[config.mk]
export PLATFORM = sky130hd
export DESIGN_NAME = http_response_chunked_decoder_top
export DESIGN_NICKNAME = d
export VERILOG_FILES = /design/src/rtl/core/hrcd_pkg.sv /design/src/rtl/core/http_response_chunked_decoder_top.sv
export SDC_FILE = /design/constraint.sdc
export NUM_CORES = 1
export LEC_CHECK = 0
export ABC_CLOCK_PERIOD_IN_PS = 11630
export BUFFER_PORTS_ARGS = -buffer_cell sky130_fd_sc_hd__buf_2
export CAP_MARGIN = 0
export CORE_MARGIN = 3
export CORE_UTILIZATION = 35
export CTS_BUF_LIST = sky130_fd_sc_hd__clkbuf_4 sky130_fd_sc_hd__clkbuf_8 sky130_fd_sc_hd__clkbuf_16
export DETAILED_ROUTE_END_ITERATION = 8
export PLACE_DENSITY = 0.56
export SETUP_SLACK_MARGIN = 0.3
export SYNTH_ARGS = -nofsm -noshare
export SYNTH_HDL_FRONTEND = slang
export SYNTH_SLANG_ARGS = --single-unit
export TNS_END_PERCENT = 5
[constraint.sdc]
create_clock -name clock -period 11.63 [get_ports clock]
set_input_delay 2.326 -clock clock [delete_from_list [all_inputs] [get_ports clock]]
set_output_delay 2.326 -clock clock [all_outputs]
set_load 0.03 [all_outputs]
[src/rtl/core/hrcd_pkg.sv]
// Types, codes and character tables of the HTTP chunked response decoder.
package hrcd_pkg;

   // parser phases
   localparam logic [2:0] PH_HEADER      = 3'd0;
   localparam logic [2:0] PH_PLAIN       = 3'd1;
   localparam logic [2:0] PH_SIZE_START  = 3'd2;
   localparam logic [2:0] PH_SIZE_DIGITS = 3'd3;
   localparam logic [2:0] PH_SKIP_LF     = 3'd4;
   localparam logic [2:0] PH_DATA        = 3'd5;
   localparam logic [2:0] PH_DONE        = 3'd6;

   localparam logic [7:0] CHAR_CR    = 8'h0D;
   localparam logic [7:0] CHAR_LF    = 8'h0A;
   localparam logic [7:0] CHAR_SPACE = 8'h20;

   localparam int MARKER_LEN        = 26;
   localparam int STATUS_MAX_DIGITS = 3;
   localparam int HEX_RADIX_BITS    = 4;

   // result tdata layout, lowest bit first
   localparam int RSP_DATA_BITS = 24;

   typedef struct packed {
      logic       hit;
      logic [3:0] value;
   } hex_digit_type;

   function automatic hex_digit_type hex_decode(input logic [7:0] c);
      hex_digit_type r;
      r.hit   = 1'b0;
      r.value = 4'd0;
      if (c >= "0" && c <= "9") begin
         r.hit   = 1'b1;
         r.value = c[3:0];
      end else if ((c >= "a" && c <= "f") || (c >= "A" && c <= "F")) begin
         r.hit   = 1'b1;
         r.value = 4'(c[3:0] + 4'd9);
      end
      return r;
   endfunction

   // the text "Transfer-Encoding: chunked"
   function automatic logic [7:0] marker_char(input logic [4:0] idx);
      logic [7:0] ch;
      case (idx)
         5'd0:    ch = "T";
         5'd1:    ch = "r";
         5'd2:    ch = "a";
         5'd3:    ch = "n";
         5'd4:    ch = "s";
         5'd5:    ch = "f";
         5'd6:    ch = "e";
         5'd7:    ch = "r";
         5'd8:    ch = "-";
         5'd9:    ch = "E";
         5'd10:   ch = "n";
         5'd11:   ch = "c";
         5'd12:   ch = "o";
         5'd13:   ch = "d";
         5'd14:   ch = "i";
         5'd15:   ch = "n";
         5'd16:   ch = "g";
         5'd17:   ch = ":";
         5'd18:   ch = " ";
         5'd19:   ch = "c";
         5'd20:   ch = "h";
         5'd21:   ch = "u";
         5'd22:   ch = "n";
         5'd23:   ch = "k";
         5'd24:   ch = "e";
         5'd25:   ch = "d";
         default: ch = 8'h00;
      endcase
      return ch;
   endfunction

endpackage

[src/rtl/core/http_response_chunked_decoder_top.sv]
// HTTP response parser and chunked transfer decoder, one byte per transfer.
//
//   channel | direction | contents
//   --------+-----------+---------------------------------------------------
//   req_    | in        | tdata: response byte; tlast: final byte
//   rsp_    | out       | tdata: body byte, status, flags; tuser: body byte
//           |           | valid; tlast: result of the final byte
//
// Rate: one byte per clock while the output is not stalled; a result appears in the cycle
//   after the transfer of the byte that causes it, from the result register.
// The state update for a byte is done in the cycle it is transferred, so
//   bytes may follow each other in consecutive cycles.
// Reset: synchronous, active high; returns to the header phase.
// Stalls: req_tready is low only while a result waits and rsp_tready is low.
module http_response_chunked_decoder_top
   import hrcd_pkg::*;
#(
   parameter int SIZE_BITS = 32   // chunk size width, 16 to 64
) (
   input  logic                     clock,
   input  logic                     reset,
   input  logic                     req_tvalid,
   output logic                     req_tready,
   input  logic [7:0]               req_tdata,   // [7:0] in_byte
   input  logic                     req_tlast,   // is_last
   output logic                     rsp_tvalid,
   input  logic                     rsp_tready,
   output logic [RSP_DATA_BITS-1:0] rsp_tdata,   // [7:0] out_byte, [17:8] status_code,
                                                 // [18] status_found, [19] header_found,
                                                 // [20] was_chunked, [23:21] zero
   output logic                     rsp_tuser,   // body_valid
   output logic                     rsp_tlast    // is_end
);

   // parser state
   logic [2:0]           phase_ff,          phase_in;
   logic [1:0]           end_match_ff,      end_match_in;
   logic [4:0]           marker_match_ff,   marker_match_in;
   logic                 chunked_seen_ff,   chunked_seen_in;
   logic [1:0]           space_count_ff,    space_count_in;
   logic [1:0]           status_digits_ff,  status_digits_in;
   logic                 status_stopped_ff, status_stopped_in;
   logic [9:0]           status_value_ff,   status_value_in;
   logic [SIZE_BITS-1:0] chunk_count_ff,    chunk_count_in;

   // result register
   logic                     rsp_valid_ff;
   logic [RSP_DATA_BITS-1:0] rsp_data_ff, rsp_data_in;
   logic                     rsp_user_ff;
   logic                     rsp_last_ff;

   logic                   accept;
   logic [7:0]             c;
   hex_digit_type          hex;
   logic [SIZE_BITS+3:0]   size_acc;
   logic [7:0]             end_char;
   logic                   body_valid;
   logic                   hdr_done;
   logic                   status_ok;

   assign req_tready = !rsp_valid_ff || rsp_tready;
   assign accept     = req_tvalid && req_tready;
   assign c          = req_tdata;
   assign hex        = hex_decode(c);
   // shift in one hex digit; a carry out of the top means the size saturates
   assign size_acc   = {chunk_count_ff, 4'b0000} + {{SIZE_BITS{1'b0}}, hex.value};
   assign end_char   = end_match_ff[0] ? CHAR_LF : CHAR_CR;

   always_comb begin
      phase_in          = phase_ff;
      end_match_in      = end_match_ff;
      marker_match_in   = marker_match_ff;
      chunked_seen_in   = chunked_seen_ff;
      space_count_in    = space_count_ff;
      status_digits_in  = status_digits_ff;
      status_stopped_in = status_stopped_ff;
      status_value_in   = status_value_ff;
      chunk_count_in    = chunk_count_ff;
      body_valid        = 1'b0;

      case (phase_ff)
         PH_HEADER: begin
            // status token: digits between the first and second space
            if (c == CHAR_SPACE) begin
               if (space_count_ff != 2'd2) begin
                  space_count_in = 2'(space_count_ff + 2'd1);
               end
            end else if (space_count_ff == 2'd1 && !status_stopped_ff) begin
               if (c >= "0" && c <= "9" && status_digits_ff < 2'(STATUS_MAX_DIGITS)) begin
                  status_value_in  = 10'(status_value_ff * 10'd10) + {6'd0, c[3:0]};
                  status_digits_in = 2'(status_digits_ff + 2'd1);
               end else begin
                  status_stopped_in = 1'b1;
               end
            end
            // chunked marker; its first letter appears nowhere else in it
            if (!chunked_seen_ff) begin
               if (c == marker_char(marker_match_ff)) begin
                  if (marker_match_ff == 5'(MARKER_LEN - 1)) begin
                     chunked_seen_in = 1'b1;
                     marker_match_in = 5'd0;
                  end else begin
                     marker_match_in = 5'(marker_match_ff + 5'd1);
                  end
               end else begin
                  marker_match_in = (c == marker_char(5'd0)) ? 5'd1 : 5'd0;
               end
            end
            // blank line ends the header
            if (c == end_char) begin
               if (end_match_ff == 2'd3) begin
                  end_match_in = 2'd0;
                  phase_in     = chunked_seen_in ? PH_SIZE_START : PH_PLAIN;
               end else begin
                  end_match_in = 2'(end_match_ff + 2'd1);
               end
            end else begin
               end_match_in = (c == CHAR_CR) ? 2'd1 : 2'd0;
            end
         end
         PH_PLAIN: begin
            body_valid = 1'b1;
         end
         PH_SIZE_START: begin
            // skip the line break left over from the previous chunk
            if (c != CHAR_CR && c != CHAR_LF) begin
               if (hex.hit) begin
                  chunk_count_in = {{(SIZE_BITS-HEX_RADIX_BITS){1'b0}}, hex.value};
                  phase_in       = PH_SIZE_DIGITS;
               end else begin
                  phase_in = PH_DONE;
               end
            end
         end
         PH_SIZE_DIGITS: begin
            if (hex.hit) begin
               if (size_acc[SIZE_BITS+3:SIZE_BITS] != 4'd0) begin
                  chunk_count_in = '1;
               end else begin
                  chunk_count_in = size_acc[SIZE_BITS-1:0];
               end
            end else if (chunk_count_ff == '0) begin
               phase_in = PH_DONE;
            end else begin
               phase_in = (c == CHAR_LF) ? PH_DATA : PH_SKIP_LF;
            end
         end
         PH_SKIP_LF: begin
            if (c == CHAR_LF) begin
               phase_in = PH_DATA;
            end
         end
         PH_DATA: begin
            body_valid = 1'b1;
            if (chunk_count_ff != '0) begin
               chunk_count_in = chunk_count_ff - SIZE_BITS'(1);
            end
            if (chunk_count_in == '0) begin
               phase_in = PH_SIZE_START;
            end
         end
         default: begin
            // done: drop everything up to the final byte
         end
      endcase

      // status fields show the state after this byte
      hdr_done  = phase_in != PH_HEADER;
      status_ok = hdr_done && space_count_in == 2'd2;
      rsp_data_in = {3'b000,
                     hdr_done && chunked_seen_in,
                     hdr_done,
                     status_ok,
                     status_ok ? status_value_in : 10'd0,
                     body_valid ? c : 8'h00};

      // the final byte rearms the parser for the next response
      if (req_tlast) begin
         phase_in          = PH_HEADER;
         end_match_in      = 2'd0;
         marker_match_in   = 5'd0;
         chunked_seen_in   = 1'b0;
         space_count_in    = 2'd0;
         status_digits_in  = 2'd0;
         status_stopped_in = 1'b0;
         status_value_in   = 10'd0;
         chunk_count_in    = '0;
      end
   end

   // advance the parser on every input transfer
   always_ff @(posedge clock) begin
      if (reset) begin
         phase_ff          <= PH_HEADER;
         end_match_ff      <= 2'd0;
         marker_match_ff   <= 5'd0;
         chunked_seen_ff   <= 1'b0;
         space_count_ff    <= 2'd0;
         status_digits_ff  <= 2'd0;
         status_stopped_ff <= 1'b0;
         status_value_ff   <= 10'd0;
         chunk_count_ff    <= '0;
      end else if (accept) begin
         phase_ff          <= phase_in;
         end_match_ff      <= end_match_in;
         marker_match_ff   <= marker_match_in;
         chunked_seen_ff   <= chunked_seen_in;
         space_count_ff    <= space_count_in;
         status_digits_ff  <= status_digits_in;
         status_stopped_ff <= status_stopped_in;
         status_value_ff   <= status_value_in;
         chunk_count_ff    <= chunk_count_in;
      end
   end

   // result register: load when free or being drained, hold while stalled
   always_ff @(posedge clock) begin
      if (reset) begin
         rsp_valid_ff <= 1'b0;
      end else if (req_tready) begin
         rsp_valid_ff <= accept && (body_valid || req_tlast);
      end
   end

   always_ff @(posedge clock) begin
      if (req_tready) begin
         rsp_data_ff <= rsp_data_in;
         rsp_user_ff <= body_valid;
         rsp_last_ff <= req_tlast;
      end
   end

   assign rsp_tvalid = rsp_valid_ff;
   assign rsp_tdata  = rsp_data_ff;
   assign rsp_tuser  = rsp_user_ff;
   assign rsp_tlast  = rsp_last_ff;

endmodule

# --- Word level (Yosys, flattened, before mapping) ---
# Memories as Yosys holds them, arrays and structs flattened. A register that Yosys moved wholly into a read port is not among the register bits.
# Cells that the tools add are included.
classes:
  addsub: 8
  mul: 1
  order_cmp: 7
  n_eq_ne: 24
  muxes: 64
  n_reduce_logical: 31
ops:
  columns: ["cell", "count"]
  rows:
  - ["$mux W32", 7]
  - ["$pmux W32 S3", 1]
  - ["$logic_not A32 Y1", 2]
  - ["$mux W10", 5]
  - ["$mux W5", 9]
  - ["$add A36 B4 Y36", 1]
  - ["$reduce_bool A32 Y1", 1]
  - ["$sub A32 B1 Y32 const B", 1]
  - ["$mux W2", 15]
  - ["$mux W3", 9]
  - ["$eq A8 B4 Y1 const B", 2]
  - ["$ge A8 B7 Y1 const B", 2]
  - ["$le A8 B7 Y1 const B", 2]
  - ["$mux W8", 2]
  - ["$ne A8 B4 Y1 const B", 2]
  - ["$mux W1", 15]
  - ["$pmux W3 S5", 1]
  - ["$reduce_and A5 Y1", 3]
  - ["$add A10 B4 Y10", 1]
  - ["$logic_and A1 B1 Y1", 10]
  - ["$mul A10 B3 Y9 const B", 1]
  - ["$ne A3 B3 Y1 const B", 3]
  - ["$eq A8 B4 Y1", 1]
  - ["$eq A8 B6 Y1 const B", 1]
  - ["24 further kinds", 38]
word_totals:
  reg_bits: 82
  rom_bits: 224
  input_bits: 13
  out_inout_bits: 28
  elab_cells: 151
  n_memories: 1
mem_list:
  columns: ["name", "depth", "word_bits", "rd", "rd_ports_with_merged_regs", "write_ports", "line", "rtl"]
  rows:
  - ["(name not given)", 32, 7, 1, 1, 0, "hrcd_pkg.sv:46", "case (idx)"]

# --- Longest topological paths before layout ---
depth:
  word_depth: 12
  mapped_depth: 13
  ltp_nobuf: 13

# --- Worst setup path before layout ---
# Ideal clock, no wire load.
synth_timing:
  path_type: "input -> register"
  start: "in rsp_tready"
  end: "reg (tool-made name)"
  setup_ps: 117
  t_arrival_ps: 5707
  required_time_ps: 11513
  path_slack_ps: 5807
  path_stages: 11
  path_buffers: 1
  path_cell_list: "nand2b_1 -> and2_1 -> clkbuf_1 -> o21ai_0 -> o41ai_1 -> inv_1 -> ha_1 -> or3_1 -> a22oi_1 -> o21ai_1 -> a22o_1"
synth_lines:
  columns: ["element", "line", "rtl"]
  rows:
  - ["start: declaration", "http_response_chunked_decoder_top.sv:27", "input logic rsp_tready,"]

# --- Worst setup path after layout ---
layout_timing:
  start: "in rsp_tready"
  end: "out req_tready"
layout_via:
  elab_chain_cells: 1
layout_rtl:
  columns: ["element", "line", "rtl"]
  rows:
  - ["$logic_or A1 B1 Y1", "http_response_chunked_decoder_top.sv:61", "assign req_tready = !rsp_valid_ff || rsp_tready;"]
  - ["end: declaration", "http_response_chunked_decoder_top.sv:23", "output logic req_tready,"]
# No other way between the ends.

==> metrics <==
Buf/Inv on CP 3; number of synthesized flops with an enable pin 23; FP Rows 48; H-tree depth 3; CP Cell Sequence buf_2, nand2b_1, buf_4, buf_2; pre-CTS setup slack 5.92 ns; Slowest cell on crit path buf_4; Fin. Hold Viols 0; core area 17,400 µm²; largest net degree at the start of global routing 62; HP Class reg2reg; Via Count 5,541; CTS Hold Buffers Added 0; RSZ-0062 raised after global routing no; Clock Tree Root clkbuf_16; commonest cells in the netlist 127 x nor2_1, 66 x dfxtp_1, 51 x nand2_1, 44 x clkbuf_1, 40 x a22oi_1; drt drc 0; Setup Buffers After CTS 0; 1st-iter DRT viols 510; Slew @ Worst Pin 1.02 ns; Routed Wire Length 16.7 mm; synthesized flop and latch total 89; cell mode on critical path buf_2; dominant synthesized flop cell dfxtp_1; CTS tree built; VDD IR max 0.0000727 V; Worst Skew 0.0109 ns; Synth area leaders dfxtp_1 21%, edfxtp_1 11%, nor2_1 7.7%, ha_1 6.2%, a22oi_1 4.8%; most common cell in the netlist nor2_1; setup ws final 6.23 ns; fin crit period 5.40 ns; status finished, final reports clean; clock slew at reported path FFs 0.07 ns; area share of the largest cell type after synthesis 0.213; post-synthesis async set-or-reset flop share 0; post-DP HPWL 11.8 mm; worst skew pair latency 0.35 ns; Antenna Cells 0; fmax 185 MHz; total negative slack 0 ns; # IOs 41; Reg2Reg Depth 11; ratio of final minimum period to clock period 0.465; pins over their slew limit 0; Initial DRT Pass Iterations 5; crit-path max cell delay 0.32 ns; vias in the first global route 5,350; Initial Util 0.358; DR vias/cell 5.54; CP max FO 28; antenna violations before repair 0; CP delay by family, top buffers and inverters; Worst Setup End Kind output port; CP Class in2out; per-cell routed wire length 16.7 µm; Num CTS Buffers 9; Post-Syn Area 6210 µm²; die height 139 µm; sequential-to-total area share from yosys stat 0.324; RD Place Congestion 0.869; total track usage 0.173; maximum clock insertion buffer count 2; share of post-route cells with drive strength above 1 0.106; Post-CTS Resized 0; Cell Pwr Density 95.3 nW/µm²; Synth cell types 78; critical path startpoint category primary input; Syn-to-layout area delta 9.78%; die area 19,400 µm²; setup violators final 0; total grt overflow 0; leakage 2.65 nW; final net count 816; port bufs 37; die width 139 µm; CP required 9.30 ns; hold depth 1; yosys warns 0; cells after synthesis 764; Critical Path Stages 4; antenna-violating nets left 0; CTS Sinks 89; WP data arrival 3.08 ns; Syn Area/Cell 8.13 µm²; first-pass GRT wire length 27.9 mm; Synth area leader dfxtp_1; number of max-cap violations 0; Rel. slew slack 0.320
==> state kept, by name, summed over array words and instances (netlist names), 2 cells and up, named ones only <==
signal	cells
status_digits_ff	2
phase_ff	3
marker_match_ff	5
space_count_ff	2
status_value_ff	10
rsp_tdata	21
chunk_count_ff	32
end_match_ff	2
==> path summary, 6_finish.rpt <==
kind | slack (ns) | startpoint | to
max | 6.23 | rsp_tready | req_tready
min | 0.50 | status_value_ff[9]$_SDFFE_PP0P_ | status_value_ff[9]$_SDFFE_PP0P_
max reg2reg | 8.02 | rsp_tvalid$_SDFFE_PP0N_ | flip-flop
min reg2reg | 0.50 | status_value_ff[9]$_SDFFE_PP0P_ | status_value_ff[9]$_SDFFE_PP0P_
==> power by group <==
group | total [W] | internal (W) | switching, W
combinational | 0.0000521 | 0.0000139 | 0.0000382
sequential | 0.000320 | 0.000319 | 0.000000896
clock | 0.000278 | 0.000147 | 0.000132
total | 0.000650 | 0.000480 | 0.000171
==> cell usage in the layout, fill, tap and decap left out, types with 10 or more instances in the layout <==
| master | synthesis | layout |
|---|---|---|
| o22ai_1 | 31 | 31 |
| a22oi_1 | 40 | 40 |
| and3_1 | 10 | 10 |
| nor2_1 | 127 | 126 |
| ha_1 | 31 | 31 |
| inv_1 | 21 | 21 |
| nand3_1 | 19 | 19 |
| mux2i_1 | 14 | 14 |
| nand2_1 | 51 | 51 |
| nor3_1 | 25 | 25 |
| a21oi_1 | 37 | 37 |
| o21ai_0 | 18 | 18 |
| edfxtp_1 | 23 | 23 |
| buf_2 | 4 | 37 |
| xor2_1 | 30 | 30 |
| xnor2_1 | 23 | 23 |
| dfxtp_1 | 66 | 66 |
==> final cells by class <==
type                       instances  area [µm²]
clock buffer                       9         225
inverter                          22        82.6
timing repair buffer              44         238
tap                              225         282
multi-input combinational        604        3930
sequential                        89        2010
fill                            1797       10500
clock inverter                     7        51.3
==> stage by stage <==
stage | instance area, µm² | util | hold slack [ns] | cells | power, W
5_1_grt | 6820 | 0.393 | 0.549 | 1000 | 0.000678
4_1_cts | 6820 | 0.393 | 0.506 | 1000 | 0.000658
3_3_place_gp | 6550 | 0.377 | 0.468 | 984 | 0.000379
2_1_floorplan | 6220 | - | 0.449 | 766 | 0.000363
6_report | 6820 | 0.393 | 0.502 | 1000 | 0.000650
3_5_place_dp | 6550 | 0.377 | 0.472 | 984 | 0.000379
==> logic make-up (layout without fill, tap and decap cells) <==
| group | count (synthesis) | count (layout) | synth area share |
|---|---|---|---|
| and+or+nand+nor | 310 | 310 | 0.255 |
| AOI/OAI and AO/OA | 190 | 190 | 0.206 |
| DFF | 89 | 89 | 0.324 |
| buffers and inverters | 73 | 82 | 0.0467 |
| xor gates and xnor gates | 53 | 53 | 0.0747 |
| adders and majority gates | 33 | 33 | 0.0689 |
| muxes | 15 | 15 | 0.0244 |
| other | 1 | 3 | 0.000603 |
==> per-layer routing <==
metal  global-route usage  part of all wire  vias up  wire, µm
met5                    0                 0        -         0
met4               0.0505             0.013        0       212
li1                     -                 -     2806         -
met2                0.268              0.45      110      7480
met3               0.0261             0.034       12       565
met1                0.249              0.50     2613      8410
Power figures use the tool's default switching activity.
